==> config.mk <==
export PLATFORM = sky130hd
export DESIGN_NAME = delay_difference_biomass_step_unit_flat
export DESIGN_NICKNAME = d
export VERILOG_FILES = /design/src/rtl/dds_pkg.sv /design/src/rtl/dds_if.sv /design/src/rtl/dds_ctrl.sv /design/src/rtl/dds_datapath.sv /design/src/rtl/delay_difference_biomass_step_unit.sv /design/src/flat_wrapper.sv
export SDC_FILE = /design/constraint.sdc
export NUM_CORES = 2
export LEC_CHECK = 0
export BUFFER_PORTS_ARGS = -buffer_cell sky130_fd_sc_hd__buf_2
export CAP_MARGIN = 20
export CORE_MARGIN = 10
export CORE_UTILIZATION = 40
export CTS_CLUSTER_DIAMETER = 40
export DETAILED_ROUTE_END_ITERATION = 7
export GPL_TIMING_DRIVEN = 0
export PLACE_DENSITY_LB_ADDON = 0.2
export SLEW_MARGIN = 20
export SYNTH_ARGS = -nofsm -noshare
export SYNTH_HDL_FRONTEND = slang
export SYNTH_SLANG_ARGS = --single-unit
==> constraint.sdc <==
create_clock -name clk -period 22.7 [get_ports clk]
set_input_delay 4.54 -clock clk [delete_from_list [all_inputs] [get_ports clk]]
set_output_delay 4.54 -clock clk [all_outputs]
set_load 0.01 [all_outputs]
==> src/rtl/dds_pkg.sv <==
// Package for the delay-difference biomass step unit.
// Holds sequencer step codes, command struct, widths and the exp tables.
// No dependencies.
package dds_pkg;

  localparam int unsigned MonthsPerYearDef = 12;
  localparam int unsigned RecruitMonthDef  = 6;

  localparam int unsigned STEP_W = 5;
  localparam int unsigned CFG_IDX_W = 3;
  localparam int unsigned CFG_DATA_W = 32;

  // register indexes
  localparam logic [CFG_IDX_W-1:0] REG_Q_TGT   = 3'd0;
  localparam logic [CFG_IDX_W-1:0] REG_Q_NTGT  = 3'd1;
  localparam logic [CFG_IDX_W-1:0] REG_NAT_M   = 3'd2;
  localparam logic [CFG_IDX_W-1:0] REG_RHO     = 3'd3;
  localparam logic [CFG_IDX_W-1:0] REG_WK      = 3'd4;
  localparam logic [CFG_IDX_W-1:0] REG_WK1     = 3'd5;
  localparam logic [CFG_IDX_W-1:0] REG_B_INIT0 = 3'd6;
  localparam logic [CFG_IDX_W-1:0] REG_B_INIT1 = 3'd7;

  // datapath steps; 15 of the 18 use the one shared multiplier
  localparam logic [STEP_W-1:0] ST_MUL_QT   = 5'd0;
  localparam logic [STEP_W-1:0] ST_MUL_QN   = 5'd1;
  localparam logic [STEP_W-1:0] ST_SUM_X    = 5'd2;
  localparam logic [STEP_W-1:0] ST_SQ       = 5'd3;
  localparam logic [STEP_W-1:0] ST_CUBE     = 5'd4;
  localparam logic [STEP_W-1:0] ST_EXP_TAB  = 5'd5;
  localparam logic [STEP_W-1:0] ST_EXP_POLY = 5'd6;
  localparam logic [STEP_W-1:0] ST_S1B1     = 5'd7;
  localparam logic [STEP_W-1:0] ST_RHO_A    = 5'd8;
  localparam logic [STEP_W-1:0] ST_WK_REC   = 5'd9;
  localparam logic [STEP_W-1:0] ST_S1S2     = 5'd10;
  localparam logic [STEP_W-1:0] ST_SS_B2    = 5'd11;
  localparam logic [STEP_W-1:0] ST_RHO_T    = 5'd12;
  localparam logic [STEP_W-1:0] ST_RHO_S1   = 5'd13;
  localparam logic [STEP_W-1:0] ST_RS_WK1   = 5'd14;
  localparam logic [STEP_W-1:0] ST_U_R1     = 5'd15;
  localparam logic [STEP_W-1:0] ST_NEG_ACC  = 5'd16;
  localparam logic [STEP_W-1:0] ST_FINAL    = 5'd17;

  typedef struct packed {
    logic              load;
    logic [STEP_W-1:0] step;
    logic              commit;
  } dds_cmd_t;

  function automatic logic [23:0] expi_lut(input logic [3:0] n);
    logic [23:0] v;
    case (n)
      4'd0:  v = 24'd16777215 + 24'd1;
      4'd1:  v = 24'd6171993;
      4'd2:  v = 24'd2270549;
      4'd3:  v = 24'd835288;
      4'd4:  v = 24'd307285;
      4'd5:  v = 24'd113044;
      4'd6:  v = 24'd41587;
      4'd7:  v = 24'd15299;
      4'd8:  v = 24'd5628;
      4'd9:  v = 24'd2070;
      4'd10: v = 24'd762;
      4'd11: v = 24'd280;
      default: v = 24'd0;
    endcase
    return v;
  endfunction

  // 2^24 does not fit 24 bits; table entries carried at 25 bits
  function automatic logic [24:0] expi_val(input logic [3:0] n);
    return (n == 4'd0) ? 25'd16777216 : {1'b0, expi_lut(n)};
  endfunction

  function automatic logic [24:0] expf_val(input logic [3:0] k);
    logic [24:0] v;
    case (k)
      4'd0:  v = 25'd16777216;
      4'd1:  v = 25'd15760736;
      4'd2:  v = 25'd14805841;
      4'd3:  v = 25'd13908801;
      4'd4:  v = 25'd13066109;
      4'd5:  v = 25'd12274473;
      4'd6:  v = 25'd11530801;
      4'd7:  v = 25'd10832185;
      4'd8:  v = 25'd10175896;
      4'd9:  v = 25'd9559370;
      4'd10: v = 25'd8980197;
      4'd11: v = 25'd8436114;
      4'd12: v = 25'd7924996;
      4'd13: v = 25'd7444844;
      4'd14: v = 25'd6993784;
      4'd15: v = 25'd6570052;
      default: v = 25'd0;
    endcase
    return v;
  endfunction

endpackage

==> src/rtl/dds_if.sv <==
// Valid/ready channel interfaces for the biomass step unit.
// Uses no package.
interface dds_in_if;
  logic        valid;
  logic        ready;
  logic [15:0] effort_targeted;
  logic [15:0] effort_nontargeted;
  logic [31:0] year_recruitment;
  logic        series_start;
  modport source (output valid, effort_targeted, effort_nontargeted, year_recruitment,
                  series_start, input ready);
  modport sink (input valid, effort_targeted, effort_nontargeted, year_recruitment,
                series_start, output ready);
endinterface

interface dds_out_if;
  logic        valid;
  logic        ready;
  logic [31:0] biomass;
  logic        clamped;
  modport source (output valid, biomass, clamped, input ready);
  modport sink (input valid, biomass, clamped, output ready);
endinterface

==> src/rtl/dds_ctrl.sv <==
// Sequencer for the biomass step unit: accepts words, steps the datapath,
// hands off to the output register. Depends on dds_pkg.
module dds_ctrl import dds_pkg::*; (
  input  logic     clk,
  input  logic     rst_n,
  input  logic     in_valid,
  output logic     in_ready,
  output logic     out_valid,
  input  logic     out_ready,
  output dds_cmd_t cmd
);

  localparam logic S_IDLE = 1'b0;
  localparam logic S_RUN  = 1'b1;

  logic              state_r, state_nxt;
  logic [STEP_W-1:0] step_r, step_nxt;
  logic              ovalid_r, ovalid_nxt;
  logic              out_free;

  assign in_ready  = (state_r == S_IDLE);
  assign out_valid = ovalid_r;
  assign out_free  = !ovalid_r || out_ready;

  always_comb begin
    state_nxt  = state_r;
    step_nxt   = step_r;
    ovalid_nxt = ovalid_r && !out_ready;
    cmd.load   = 1'b0;
    cmd.commit = 1'b0;
    cmd.step   = step_r;
    case (state_r)
      S_IDLE: begin
        if (in_valid) begin
          cmd.load  = 1'b1;
          state_nxt = S_RUN;
          step_nxt  = ST_MUL_QT;
        end
      end
      S_RUN: begin
        if (step_r == ST_FINAL) begin
          if (out_free) begin
            cmd.commit = 1'b1;
            ovalid_nxt = 1'b1;
            state_nxt  = S_IDLE;
          end
        end else begin
          step_nxt = step_r + 1'b1;
        end
      end
      default: state_nxt = S_IDLE;
    endcase
  end

  always_ff @(posedge clk) begin
    if (!rst_n) begin
      state_r  <= S_IDLE;
      step_r   <= ST_MUL_QT;
      ovalid_r <= 1'b0;
    end else begin
      state_r  <= state_nxt;
      step_r   <= step_nxt;
      ovalid_r <= ovalid_nxt;
    end
  end

endmodule

==> src/rtl/dds_datapath.sv <==
// Datapath: config registers, model state, one shared 32x32 multiplier,
// survival exp and the recursion accumulators. Depends on dds_pkg.
module dds_datapath import dds_pkg::*; #(
  parameter int unsigned MONTHS_PER_YEAR = MonthsPerYearDef,
  parameter int unsigned RECRUIT_MONTH   = RecruitMonthDef
) (
  input  logic                  clk,
  input  logic                  rst_n,
  input  dds_cmd_t              cmd,
  input  logic                  cfg_we,
  input  logic [CFG_IDX_W-1:0]  cfg_index,
  input  logic [CFG_DATA_W-1:0] cfg_data,
  input  logic [15:0]           in_et,
  input  logic [15:0]           in_en,
  input  logic [31:0]           in_yr,
  input  logic                  in_start,
  output logic [31:0]           out_biomass,
  output logic                  out_clamped
);

  localparam logic [3:0] MonthsLim = 4'(MONTHS_PER_YEAR);
  localparam logic [3:0] RecMonth  = 4'(RECRUIT_MONTH);

  // configuration
  logic [31:0] qt_r, qn_r, wk_r, wk1_r, binit0_r, binit1_r;
  logic [23:0] natm_r;
  logic [16:0] rho_raw_r;

  // model state
  logic [31:0] b1_r, b2_r, r1_r;
  logic [16:0] s1_r, s2_r;
  logic [3:0]  month_r;
  logic [1:0]  early_r;

  // work registers
  logic [15:0] et_r, en_r;
  logic [31:0] yr_r;
  logic [49:0] x_r;
  logic [23:0] sq_r;
  logic [25:0] p_r;
  logic [63:0] prod_r;
  logic [16:0] surv_r;
  logic [49:0] pos_r, neg_r;
  logic [31:0] obio_r;
  logic        oclamp_r;

  logic [31:0] mul_a, mul_b;
  logic [16:0] rho;
  logic [31:0] rec;
  logic [31:0] ph;
  logic [11:0] r12;
  logic        x_big;
  logic [10:0] c_hi;
  logic [23:0] c_mul;
  logic [25:0] p_val;
  logic [24:0] v_q24;
  logic [24:0] v_rnd;
  logic [49:0] diff;
  logic [31:0] res;
  logic        flag;

  assign rho   = (rho_raw_r > 17'd65536) ? 17'd65536 : rho_raw_r;
  assign rec   = (month_r == RecMonth) ? yr_r : 32'd0;
  assign ph    = prod_r[47:16];
  assign r12   = x_r[11:0];
  assign x_big = (x_r >= 50'(32'd12 << 16));
  // cube term: floor(r^3 / (6 * 2^24)) = floor((r^3 >> 25) / 3)
  assign c_hi  = prod_r[35:25];
  assign c_mul = 24'(c_hi) * 24'd2731;
  assign p_val = 26'd16777216 - 26'({r12, 8'd0}) + 26'(sq_r[23:9]) - 26'(c_mul[23:13]);
  assign v_q24 = prod_r[48:24];
  assign v_rnd = v_q24 + 25'd128;

  always_comb begin
    mul_a = 32'd0;
    mul_b = 32'd0;
    case (cmd.step)
      ST_MUL_QT:   begin mul_a = qt_r;               mul_b = 32'(et_r);   end
      ST_MUL_QN:   begin mul_a = qn_r;               mul_b = 32'(en_r);   end
      ST_SQ:       begin mul_a = 32'(r12);           mul_b = 32'(r12);    end
      ST_CUBE:     begin mul_a = 32'(prod_r[23:0]);  mul_b = 32'(r12);    end
      ST_EXP_TAB:  begin mul_a = 32'(expi_val(x_r[19:16]));
                         mul_b = 32'(expf_val(x_r[15:12]));               end
      ST_EXP_POLY: begin mul_a = 32'(v_q24);         mul_b = 32'(p_r);    end
      ST_S1B1:     begin mul_a = 32'(s1_r);          mul_b = b1_r;        end
      ST_RHO_A:    begin mul_a = 32'(rho);           mul_b = ph;          end
      ST_WK_REC:   begin mul_a = wk_r;               mul_b = rec;         end
      ST_S1S2:     begin mul_a = 32'(s1_r);          mul_b = 32'(s2_r);   end
      ST_SS_B2:    begin mul_a = ph;                 mul_b = b2_r;        end
      ST_RHO_T:    begin mul_a = 32'(rho);           mul_b = ph;          end
      ST_RHO_S1:   begin mul_a = 32'(rho);           mul_b = 32'(s1_r);   end
      ST_RS_WK1:   begin mul_a = ph;                 mul_b = wk1_r;       end
      ST_U_R1:     begin mul_a = ph;                 mul_b = r1_r;        end
      default:     begin mul_a = 32'd0;              mul_b = 32'd0;       end
    endcase
  end

  always_comb begin
    diff = pos_r - neg_r;
    flag = 1'b0;
    if (early_r == 2'd0) begin
      res = binit0_r;
    end else if (early_r == 2'd1) begin
      res = binit1_r;
    end else if (neg_r > pos_r) begin
      res  = 32'd0;
      flag = 1'b1;
    end else if (diff[49:32] != 18'd0) begin
      res  = 32'hFFFF_FFFF;
      flag = 1'b1;
    end else begin
      res = diff[31:0];
    end
  end

  always_ff @(posedge clk) begin
    prod_r <= 64'(mul_a) * 64'(mul_b);
    if (cmd.load) begin
      et_r <= in_et;
      en_r <= in_en;
      yr_r <= in_yr;
    end
    case (cmd.step)
      ST_MUL_QN:   x_r   <= 50'(natm_r) + 50'(prod_r[47:0]);
      ST_SUM_X:    x_r   <= x_r + 50'(prod_r[47:0]);
      ST_CUBE:     sq_r  <= prod_r[23:0];
      ST_EXP_TAB:  p_r   <= p_val;
      ST_S1B1:     surv_r <= x_big ? 17'd0 : v_rnd[24:8];
      ST_RHO_A:    pos_r <= 50'(ph);
      ST_WK_REC:   pos_r <= pos_r + 50'(ph);
      ST_S1S2:     pos_r <= pos_r + 50'(prod_r[63:16]);
      ST_RHO_S1:   neg_r <= 50'(ph);
      ST_NEG_ACC:  neg_r <= neg_r + 50'(prod_r[63:16]);
      default: ;
    endcase
    if (cmd.commit) begin
      obio_r   <= res;
      oclamp_r <= flag;
    end
  end

  always_ff @(posedge clk) begin
    if (!rst_n) begin
      qt_r <= '0; qn_r <= '0; natm_r <= '0; rho_raw_r <= '0;
      wk_r <= '0; wk1_r <= '0; binit0_r <= '0; binit1_r <= '0;
      b1_r <= '0; b2_r <= '0; s1_r <= '0; s2_r <= '0; r1_r <= '0;
      month_r <= '0; early_r <= '0;
    end else begin
      if (cfg_we) begin
        case (cfg_index)
          REG_Q_TGT:   qt_r      <= cfg_data;
          REG_Q_NTGT:  qn_r      <= cfg_data;
          REG_NAT_M:   natm_r    <= cfg_data[23:0];
          REG_RHO:     rho_raw_r <= cfg_data[16:0];
          REG_WK:      wk_r      <= cfg_data;
          REG_WK1:     wk1_r     <= cfg_data;
          REG_B_INIT0: binit0_r  <= cfg_data;
          REG_B_INIT1: binit1_r  <= cfg_data;
          default: ;
        endcase
      end
      if (cmd.load && in_start) begin
        month_r <= '0;
        early_r <= '0;
      end
      if (cmd.commit) begin
        b2_r    <= b1_r;
        b1_r    <= res;
        s2_r    <= s1_r;
        s1_r    <= surv_r;
        r1_r    <= rec;
        month_r <= (5'(month_r) + 5'd1 >= 5'(MonthsLim)) ? 4'd0 : month_r + 4'd1;
        if (early_r != 2'd2) early_r <= early_r + 2'd1;
      end
    end
  end

  assign out_biomass = obio_r;
  assign out_clamped = oclamp_r;

endmodule

==> src/rtl/delay_difference_biomass_step_unit.sv <==
// Each accepted word is run through the 18 sequencer steps; the next word is accepted only
// once the sequencer is idle again. The single shared 32x32 multiplier is used at 15 of
// the 18 steps. The final step stalls until the output register is free.
// The output register lets the next word be accepted while a result waits.
// Reset (rst_n, synchronous, active low) clears config, model state and valids.
// Depends on dds_pkg, dds_if, dds_ctrl, dds_datapath.
module delay_difference_biomass_step_unit import dds_pkg::*; #(
  parameter int unsigned MONTHS_PER_YEAR = MonthsPerYearDef,
  parameter int unsigned RECRUIT_MONTH   = RecruitMonthDef
) (
  input  logic                  clk,
  input  logic                  rst_n,
  dds_in_if.sink                in_ch,
  dds_out_if.source             out_ch,
  input  logic                  cfg_we,
  input  logic [CFG_IDX_W-1:0]  cfg_index,
  input  logic [CFG_DATA_W-1:0] cfg_data
);

  dds_cmd_t cmd;

  dds_ctrl u_ctrl (
    .clk       (clk),
    .rst_n     (rst_n),
    .in_valid  (in_ch.valid),
    .in_ready  (in_ch.ready),
    .out_valid (out_ch.valid),
    .out_ready (out_ch.ready),
    .cmd       (cmd)
  );

  dds_datapath #(
    .MONTHS_PER_YEAR (MONTHS_PER_YEAR),
    .RECRUIT_MONTH   (RECRUIT_MONTH)
  ) u_dp (
    .clk         (clk),
    .rst_n       (rst_n),
    .cmd         (cmd),
    .cfg_we      (cfg_we),
    .cfg_index   (cfg_index),
    .cfg_data    (cfg_data),
    .in_et       (in_ch.effort_targeted),
    .in_en       (in_ch.effort_nontargeted),
    .in_yr       (in_ch.year_recruitment),
    .in_start    (in_ch.series_start),
    .out_biomass (out_ch.biomass),
    .out_clamped (out_ch.clamped)
  );

endmodule
==> src/flat_wrapper.sv <==
// flat-port wrapper written by rule: the top's interface ports become plain ports
module delay_difference_biomass_step_unit_flat import dds_pkg::*;
#(
  parameter int unsigned MONTHS_PER_YEAR = MonthsPerYearDef,
  parameter int unsigned RECRUIT_MONTH   = RecruitMonthDef
)
  (clk, rst_n, cfg_we, cfg_index, cfg_data, in_ch_valid, in_ch_effort_targeted, in_ch_effort_nontargeted, in_ch_year_recruitment, in_ch_series_start, in_ch_ready, out_ch_valid, out_ch_biomass, out_ch_clamped, out_ch_ready);
  dds_in_if in_ch_i ();
  dds_out_if out_ch_i ();
  input  logic clk;
  input  logic rst_n;
  input  logic cfg_we;
  input  logic [CFG_IDX_W-1:0] cfg_index;
  input  logic [CFG_DATA_W-1:0] cfg_data;
  input wire logic [$bits(in_ch_i.valid)-1:0] in_ch_valid;
  input wire logic [$bits(in_ch_i.effort_targeted)-1:0] in_ch_effort_targeted;
  input wire logic [$bits(in_ch_i.effort_nontargeted)-1:0] in_ch_effort_nontargeted;
  input wire logic [$bits(in_ch_i.year_recruitment)-1:0] in_ch_year_recruitment;
  input wire logic [$bits(in_ch_i.series_start)-1:0] in_ch_series_start;
  output wire logic [$bits(in_ch_i.ready)-1:0] in_ch_ready;
  output wire logic [$bits(out_ch_i.valid)-1:0] out_ch_valid;
  output wire logic [$bits(out_ch_i.biomass)-1:0] out_ch_biomass;
  output wire logic [$bits(out_ch_i.clamped)-1:0] out_ch_clamped;
  input wire logic [$bits(out_ch_i.ready)-1:0] out_ch_ready;
  assign in_ch_i.valid = in_ch_valid;
  assign in_ch_i.effort_targeted = in_ch_effort_targeted;
  assign in_ch_i.effort_nontargeted = in_ch_effort_nontargeted;
  assign in_ch_i.year_recruitment = in_ch_year_recruitment;
  assign in_ch_i.series_start = in_ch_series_start;
  assign in_ch_ready = in_ch_i.ready;
  assign out_ch_valid = out_ch_i.valid;
  assign out_ch_biomass = out_ch_i.biomass;
  assign out_ch_clamped = out_ch_i.clamped;
  assign out_ch_i.ready = out_ch_ready;
  delay_difference_biomass_step_unit #(.MONTHS_PER_YEAR(MONTHS_PER_YEAR), .RECRUIT_MONTH(RECRUIT_MONTH)) u_core (.clk(clk), .rst_n(rst_n), .in_ch(in_ch_i), .out_ch(out_ch_i), .cfg_we(cfg_we), .cfg_index(cfg_index), .cfg_data(cfg_data));
endmodule
-- After elaboration in Yosys (flattened, before gate mapping)
Memory sizes are Yosys's and may differ from the RTL's. A register that Yosys moved wholly into a read port is not among the register bits.
Cells that the tools add are included.
- add/subtract/negate cells: 14
- $mul: 2
- order comparisons: 4
- equality and inequality tests: 29
- muxes and demuxes: 36
- bitwise gates (word level): 1
- reductions and logical operators: 29
- operators by type and width (operator ; number):
    one-hot mux 32 bit (13 select lines) ; 1
    one-hot mux 32 bit (10 select lines) ; 1
    one-hot mux 50 bit (2 select lines) ; 2
    two-way mux 32 bit ; 5
    adder 50 x 48 -> 50 bit ; 3
    one-hot mux 50 bit (3 select lines) ; 1
    multiplier 32 x 32 -> 64 bit ; 1
    adder 50 x 32 -> 50 bit ; 1
    greater-or-equal comparator 50 x 20 -> 1 bit, second input constant ; 1
    greater-than comparator 50 bit ; 1
    subtractor 50 bit ; 1
    adder 24 x 48 -> 49 bit ; 1
    == test 5 x 4 -> 1 bit, second input constant ; 8
    adder 26 x 15 -> 26 bit ; 1
    subtractor 25 x 20 -> 26 bit, first input constant ; 1
    subtractor 26 x 10 -> 26 bit ; 1
    adder 25 x 8 -> 25 bit, second input constant ; 1
    two-way mux 25 bit ; 1
    multiplier 11 x 12 -> 23 bit, second input constant ; 1
    == test 5 x 3 -> 1 bit, second input constant ; 4
    two-way mux 4 bit ; 5
    AND reduction 2 bit ; 9
    nonzero test 18 bit ; 1
    greater-than comparator 17 bit, second input constant ; 1
    other kinds (32) ; 62
- bits in registers: 754
- ROM bits: 752
- logic and storage cells: 147
- memories kept: 2
- memory list (name ; words ; width ; read ports ; clocked after memory_dff ; write ports ; RTL line ; source):
    (no name shown) ; 16 ; 25 ; 1 ; 1 ; 0 ; dds_pkg.sv:76 ; case (k)
    (no name shown) ; 16 ; 22 ; 1 ; 1 ; 0 ; dds_pkg.sv:51 ; case (n)

-- Longest topological paths before layout
- depth in word-level cells: 6
- gate-level depth with buffers: 44

-- Hierarchy
Synthesis repeated with hierarchy kept, for this count alone.
- cells, all modules: 9132
- area, all modules: 79446.2 um^2
- modules (own cells, without submodules) (module ; times used ; cells an instance ; area each (um^2) ; seq. area each (um^2)):
    dds_datapath ; 1 ; 9090 ; 79065.8 ; 18718.0
    dds_ctrl ; 1 ; 42 ; 380.4 ; 140.1

-- Least setup slack after synthesis
Ideal clock, no wire load.
- path kind: flip-flop to flip-flop
- from: register u_core.u_ctrl.step_r[4]
- to: register u_core.u_dp.prod_r[60]
- library setup time: 79 ps
- arrival: 9550 ps
- path slack: 13071 ps
- stages on the path, launching flop included: 39
- period minus slack after synthesis: 9629 ps
- path through: dfxtp_1 -> buf_2 -> nor2b_1 -> nor2b_1 -> and2_1 -> clkbuf_1 -> clkbuf_1 -> buf_1 -> a22oi_1 -> nand2_1 -> or2_2 -> clkbuf_1 -> nand2_1 -> fa_1 -> fa_1 -> inv_1 -> fa_1 -> inv_1 -> [... 3 more ...] -> fa_1 -> fa_1 -> fa_1 -> ha_1 -> a21o_1 -> a21o_1 -> a21oi_1 -> o21ai_0 -> nor3_1 -> o21ai_1 -> a21oi_2 -> a211oi_2 -> nor3_2 -> o31ai_4 -> a31oi_1 -> or3_4 -> or4b_1 -> o211ai_1
- longest elaborated chain between the ends: 4
- elaborated cells on any way between the ends: 23
- ends and longest elaborated chain (element ; RTL line ; source):
    start, declared ; dds_ctrl.sv:17 ; logic [STEP_W-1:0] step_r, step_nxt;
    start signal, assigned ; dds_ctrl.sv:62 ; step_r <= step_nxt;
    == test 5 x 4 -> 1 bit, or another cell as far along ; dds_datapath.sv:77 ; case (cmd.step)
    OR reduction 3 bit (no source line) or OR reduction 2 bit (tied branches) ; - ;
    one-hot mux 32 bit (10 select lines) or one-hot mux 32 bit (13 select lines) (tied branches) ; dds_datapath.sv:77 ;
    multiplier 32 x 32 -> 64 bit (*) ; dds_datapath.sv:117 ; prod_r <= 64'(mul_a) * 64'(mul_b);
    end signal, assigned ; dds_datapath.sv:117 ;
    end, declared ; dds_datapath.sv:41 ; logic [63:0] prod_r;
Mark *: on every way between the ends. The rest lies on a longest branch, timed or not.
A chain may end at the register's enable or synchronous reset.

-- Worst setup path after layout
- from: register u_core.u_ctrl.step_r[2]
- to: register u_core.u_dp.prod_r[63]
Same word-level chain as after synthesis.

==> reports/qor.csv <==
stage,metric,value,unit
job,Max Cap Violations,0,
timing,RSZ-0062 raised after global routing,false,
global_route,number of global-route vias before repair,68900,
finish,"commonest non-fill, non-tap cell in the layout",sky130_fd_sc_hd__nand2_1,
placement,RD Place Congestion,1.03,
pwr,Net Sw Frac,37.6,%
detailed_routing,Detailed Routing Iterations Pass 1,7,
critical_path,Critical Path Stages,36,
die,number of placement rows,163,
critical_path,Setup CP Type,reg -> reg,
synth,yosys warns,0,
timing,minimum clock period after layout,14320,ps
detailed_routing,aggregate routed wire length,349,mm
timing,period utilisation layout,63.1,%
critical_path,Crit path required time,23350,ps
die,core region area,198000,um^2
synth,post-synthesis sequential area ratio,23.6,%
pwr,Power per Cell Area,64.6,nW/um^2
clock_network,Root Buffer,sky130_fd_sc_hd__clkbuf_16,
timing,Slew HR,13.0,%
global_route,largest net degree at the start of global routing,51,
clock_network,# Post-CTS Setup Buffers,0,
finish,"leading cell types in the layout, fill and taps excluded","1661 x sky130_fd_sc_hd__nand2_1, 1214 x sky130_fd_sc_hd__inv_1, 937 x sky130_fd_sc_hd__fa_1, 724 x sky130_fd_sc_hd__nor2_1, 605 x sky130_fd_sc_hd__ha_1",
clock_network,clock sink count,790,
hold_path,Hold/Removal Path Class,reg -> reg,
pwr,Static Leak,39.7,nW
synth,number of distinct library cells after synthesis,108,
synth,synthesized instance count,9153,
finish,proportion of layout cells with a drive suffix above 1,5.72,%
placement,post-placement setup slack,8960,ps
synth,post-synthesis area per instance,8.71,um^2
timing,worst-case clock skew,49.7,ps
detailed_routing,routed via count,70300,
synth,flip-flop cell with the highest count after synthesis,sky130_fd_sc_hd__dfxtp_1,
pwr,share of total power in the clock network,38.9,%
finish,combined area of the multi-input logic cells,54600,um^2
critical_path,largest stage delay on the critical path,840,ps
detailed_routing,detailed-route DRC error count,0,
timing,number of max-slew violations in the final report,0,
timing,worst-margin pin slew,1300,ps
global_route,Total GRT Usage,31.2,%
timing,FMAX,69.8,MHz
critical_path,arrival time reported for the critical path endpoint,14970,ps
critical_path,nature of the critical path endpoint,flip-flop,
die,Vert. Die Dim,467,um
timing,accumulated negative setup slack,0,ps
die,initial core utilization,40.3,%
critical_path,Worst Path Buf+Inv,7,
pwr,sequential cell fraction of total power,30.2,%
critical_path,gate family responsible for the most delay along the worst path,adder cells,
synth,count of flip-flops with a built-in enable after synthesis,304,
detailed_routing,vias per cell,5.76,
hold_path,number of instances on the worst hold path,2,
finish,growth of design area from synthesis to finish,11.8,%
clock_network,Inserted Clock Buffers,137,
critical_path,cell with the most instances on the worst path,sky130_fd_sc_hd__fa_1,
placement,Port Buffer Count,119,
critical_path,crit path max fanout,10,
run_status,outcome,finished clean,
synth,syn nets,10800,
clock_network,maximum level of the CTS H-tree,4,
critical_path,slowest cell on the critical path,sky130_fd_sc_hd__buf_1,
pwr,Pint,3.59,mW
finish,count of nets after finishing,11100,
detailed_routing,wire length per cell after detailed routing,28.6,um
die,chip width,467,um
detailed_routing,DRC marker count from the first detailed-route iteration,8221,
global_route,number of antenna violations at the first check in global routing,26,
finish,area occupied by registers,18900,um^2
critical_path,crit path launch type,flip-flop,
pwr,worst ir drop on vdd,97.9,uV
timing,Final Hold Violating Endpoints,0,
clock_network,post-CTS clock slew at the launch and capture registers of the worst setup and hold paths,60,ps
synth,Post-Syn Area,79700,um^2
timing,worst setup slack after layout,8380,ps
global_route,global-route wire length before repair,493,mm
detailed_routing,residual antenna-violating net count after detailed routing,0,
clock_network,Skew-Pair Late Insertion Delay,790,ps
timing,final setup violation count,0,
clock_network,CTS-repair resized insts,0,
placement,Detailed Place HPWL,284,mm
die,DIE AREA,218000,um^2
global_route,Congestion Overflow GR,0,
clock_network,clock tree from TritonCTS,built,
pwr,combinational group share of total power,30.9,%
clock_network,Max clock buf depth,3,
synth,number of storage elements in the synthesis netlist,790,
pwr,NetSw,2.16,mW
die,num ports,140,
clock_network,quantity of hold-fixing buffers added after cts,0,
critical_path,depth of the worst register-to-register path,36,
synth,proportion of synthesized flip-flops having asynchronous set or reset,0,%
finish,filler instances,19600,
## synthesized netlist by cell type, types with 42 or more instances
cell                       instances  area (um^2)
sky130_fd_sc_hd__nand2_1        1662         6240
sky130_fd_sc_hd__inv_1          1215         4560
sky130_fd_sc_hd__fa_1            937        18800
sky130_fd_sc_hd__nor2_1          730         2740
sky130_fd_sc_hd__ha_1            605         7570
sky130_fd_sc_hd__dfxtp_1         486         9730
sky130_fd_sc_hd__clkbuf_1        426         1600
sky130_fd_sc_hd__a21boi_0        346         2600
sky130_fd_sc_hd__a21oi_1         330         1650
sky130_fd_sc_hd__edfxtp_1        304         9130
sky130_fd_sc_hd__o21ai_0         247         1240
sky130_fd_sc_hd__xnor2_1         169         1480
sky130_fd_sc_hd__a21o_1          160         1200
sky130_fd_sc_hd__xor2_1          131         1150
sky130_fd_sc_hd__nand3_1         123          616
sky130_fd_sc_hd__a22oi_1          95          713
sky130_fd_sc_hd__and3_1           86          538
sky130_fd_sc_hd__nand4_1          83          519
sky130_fd_sc_hd__nand2b_1         70          438
sky130_fd_sc_hd__and2_1           64          400
sky130_fd_sc_hd__nor2b_1          61          382
sky130_fd_sc_hd__a31oi_1          58          363
sky130_fd_sc_hd__nor3_1           57          285
sky130_fd_sc_hd__a222oi_1         54          541
sky130_fd_sc_hd__mux2i_1          44          440
sky130_fd_sc_hd__o21bai_1         42          315
## state kept, by name (all words and copies together) (netlist names), 24 cells and up, named ones only
name	count
u_core.u_dp.binit0_r	32
u_core.u_dp.r1_r	32
u_core.u_dp.qt_r	32
u_core.u_dp.yr_r	32
u_core.u_dp.wk_r	32
u_core.u_dp.prod_r	64
u_core.u_dp.out_biomass	32
u_core.u_dp.p_r	25
u_core.u_dp.neg_r	50
u_core.u_dp.x_r	50
u_core.u_dp.qn_r	32
u_core.u_dp.natm_r	24
u_core.u_dp.binit1_r	32
u_core.u_dp.b2_r	32
u_core.u_dp.wk1_r	32
u_core.u_dp.b1_r	32
u_core.u_dp.pos_r	50
## metrics by stage
step	power, mW	cells	utilization (%)	cell area [um^2]	hold WS, ps
after CTS	5.72	12200	45.0	89100	465
after floorplan	2.77	9153	-	79700	440
after global placement	3.45	11900	42.3	83600	449
after global routing	5.97	12200	45.0	89100	476
final	5.75	12200	45.1	89100	462
after detailed placement	3.48	11900	42.5	84200	457
## worst reg2reg max path: cells and delay by family, from the launching register on
kind / cells / cell delay (ps)
fa+ha+maj: 9 / 4610
compound gates: 11 / 3420
buf+inv: 7 / 3300
simple gates: 8 / 2090
flops: 1 / 500
xor+xnor: 1 / 260
## worst paths after layout
kind                       startpoint                        to  slack (ps)
min reg2reg  u_core.u_dp.binit0_r[29]  u_core.u_dp.binit0_r[29]         460
min          u_core.u_dp.binit0_r[29]  u_core.u_dp.binit0_r[29]         460
max reg2reg   u_core.u_ctrl.step_r[2]    u_core.u_dp.prod_r[63]        8380
max           u_core.u_ctrl.step_r[2]    u_core.u_dp.prod_r[63]        8380
## kinds of logic (layout without fill, tap and decap cells)
group	after synthesis	count (layout)	share of synthesized area, %
compound gates	1689	1689	14.7
xor+xnor	300	300	3.29
fa+ha+maj	1542	1542	33.0
buf+inv	1703	2101	8.11
flops	790	790	23.6
mux	51	51	0.651
other cells	0	11	0
simple gates	3078	3078	16.6
## routing by layer
layer	routed length, um	global-route usage [%]
met5	72	0
met4	24100	17.7
met3	38400	8.59
met2	147000	46.3
met1	139000	40.9
## power by group through the flow
stage	Clock (mW)	Sequential, mW	Combinational, mW
after global routing	2.32	1.73	1.92
after CTS	2.25	1.73	1.74
after floorplan	0	1.65	1.12
after global placement	0	1.76	1.69
after detailed placement	0	1.75	1.72
final	2.24	1.74	1.78
## cell type report
cell class | count | area share [%]
diodes | 11 | 0.0309
inverters | 1215 | 5.12
plain buffers | 488 | 2.16
clock inverters | 90 | 1.26
multi-input cells | 6660 | 61.2
repair buffers | 143 | 1.08
well taps | 2640 | 3.71
flip-flops and latches | 790 | 21.2
clock buffers | 165 | 4.27
Power figures use the tool's default switching activity.
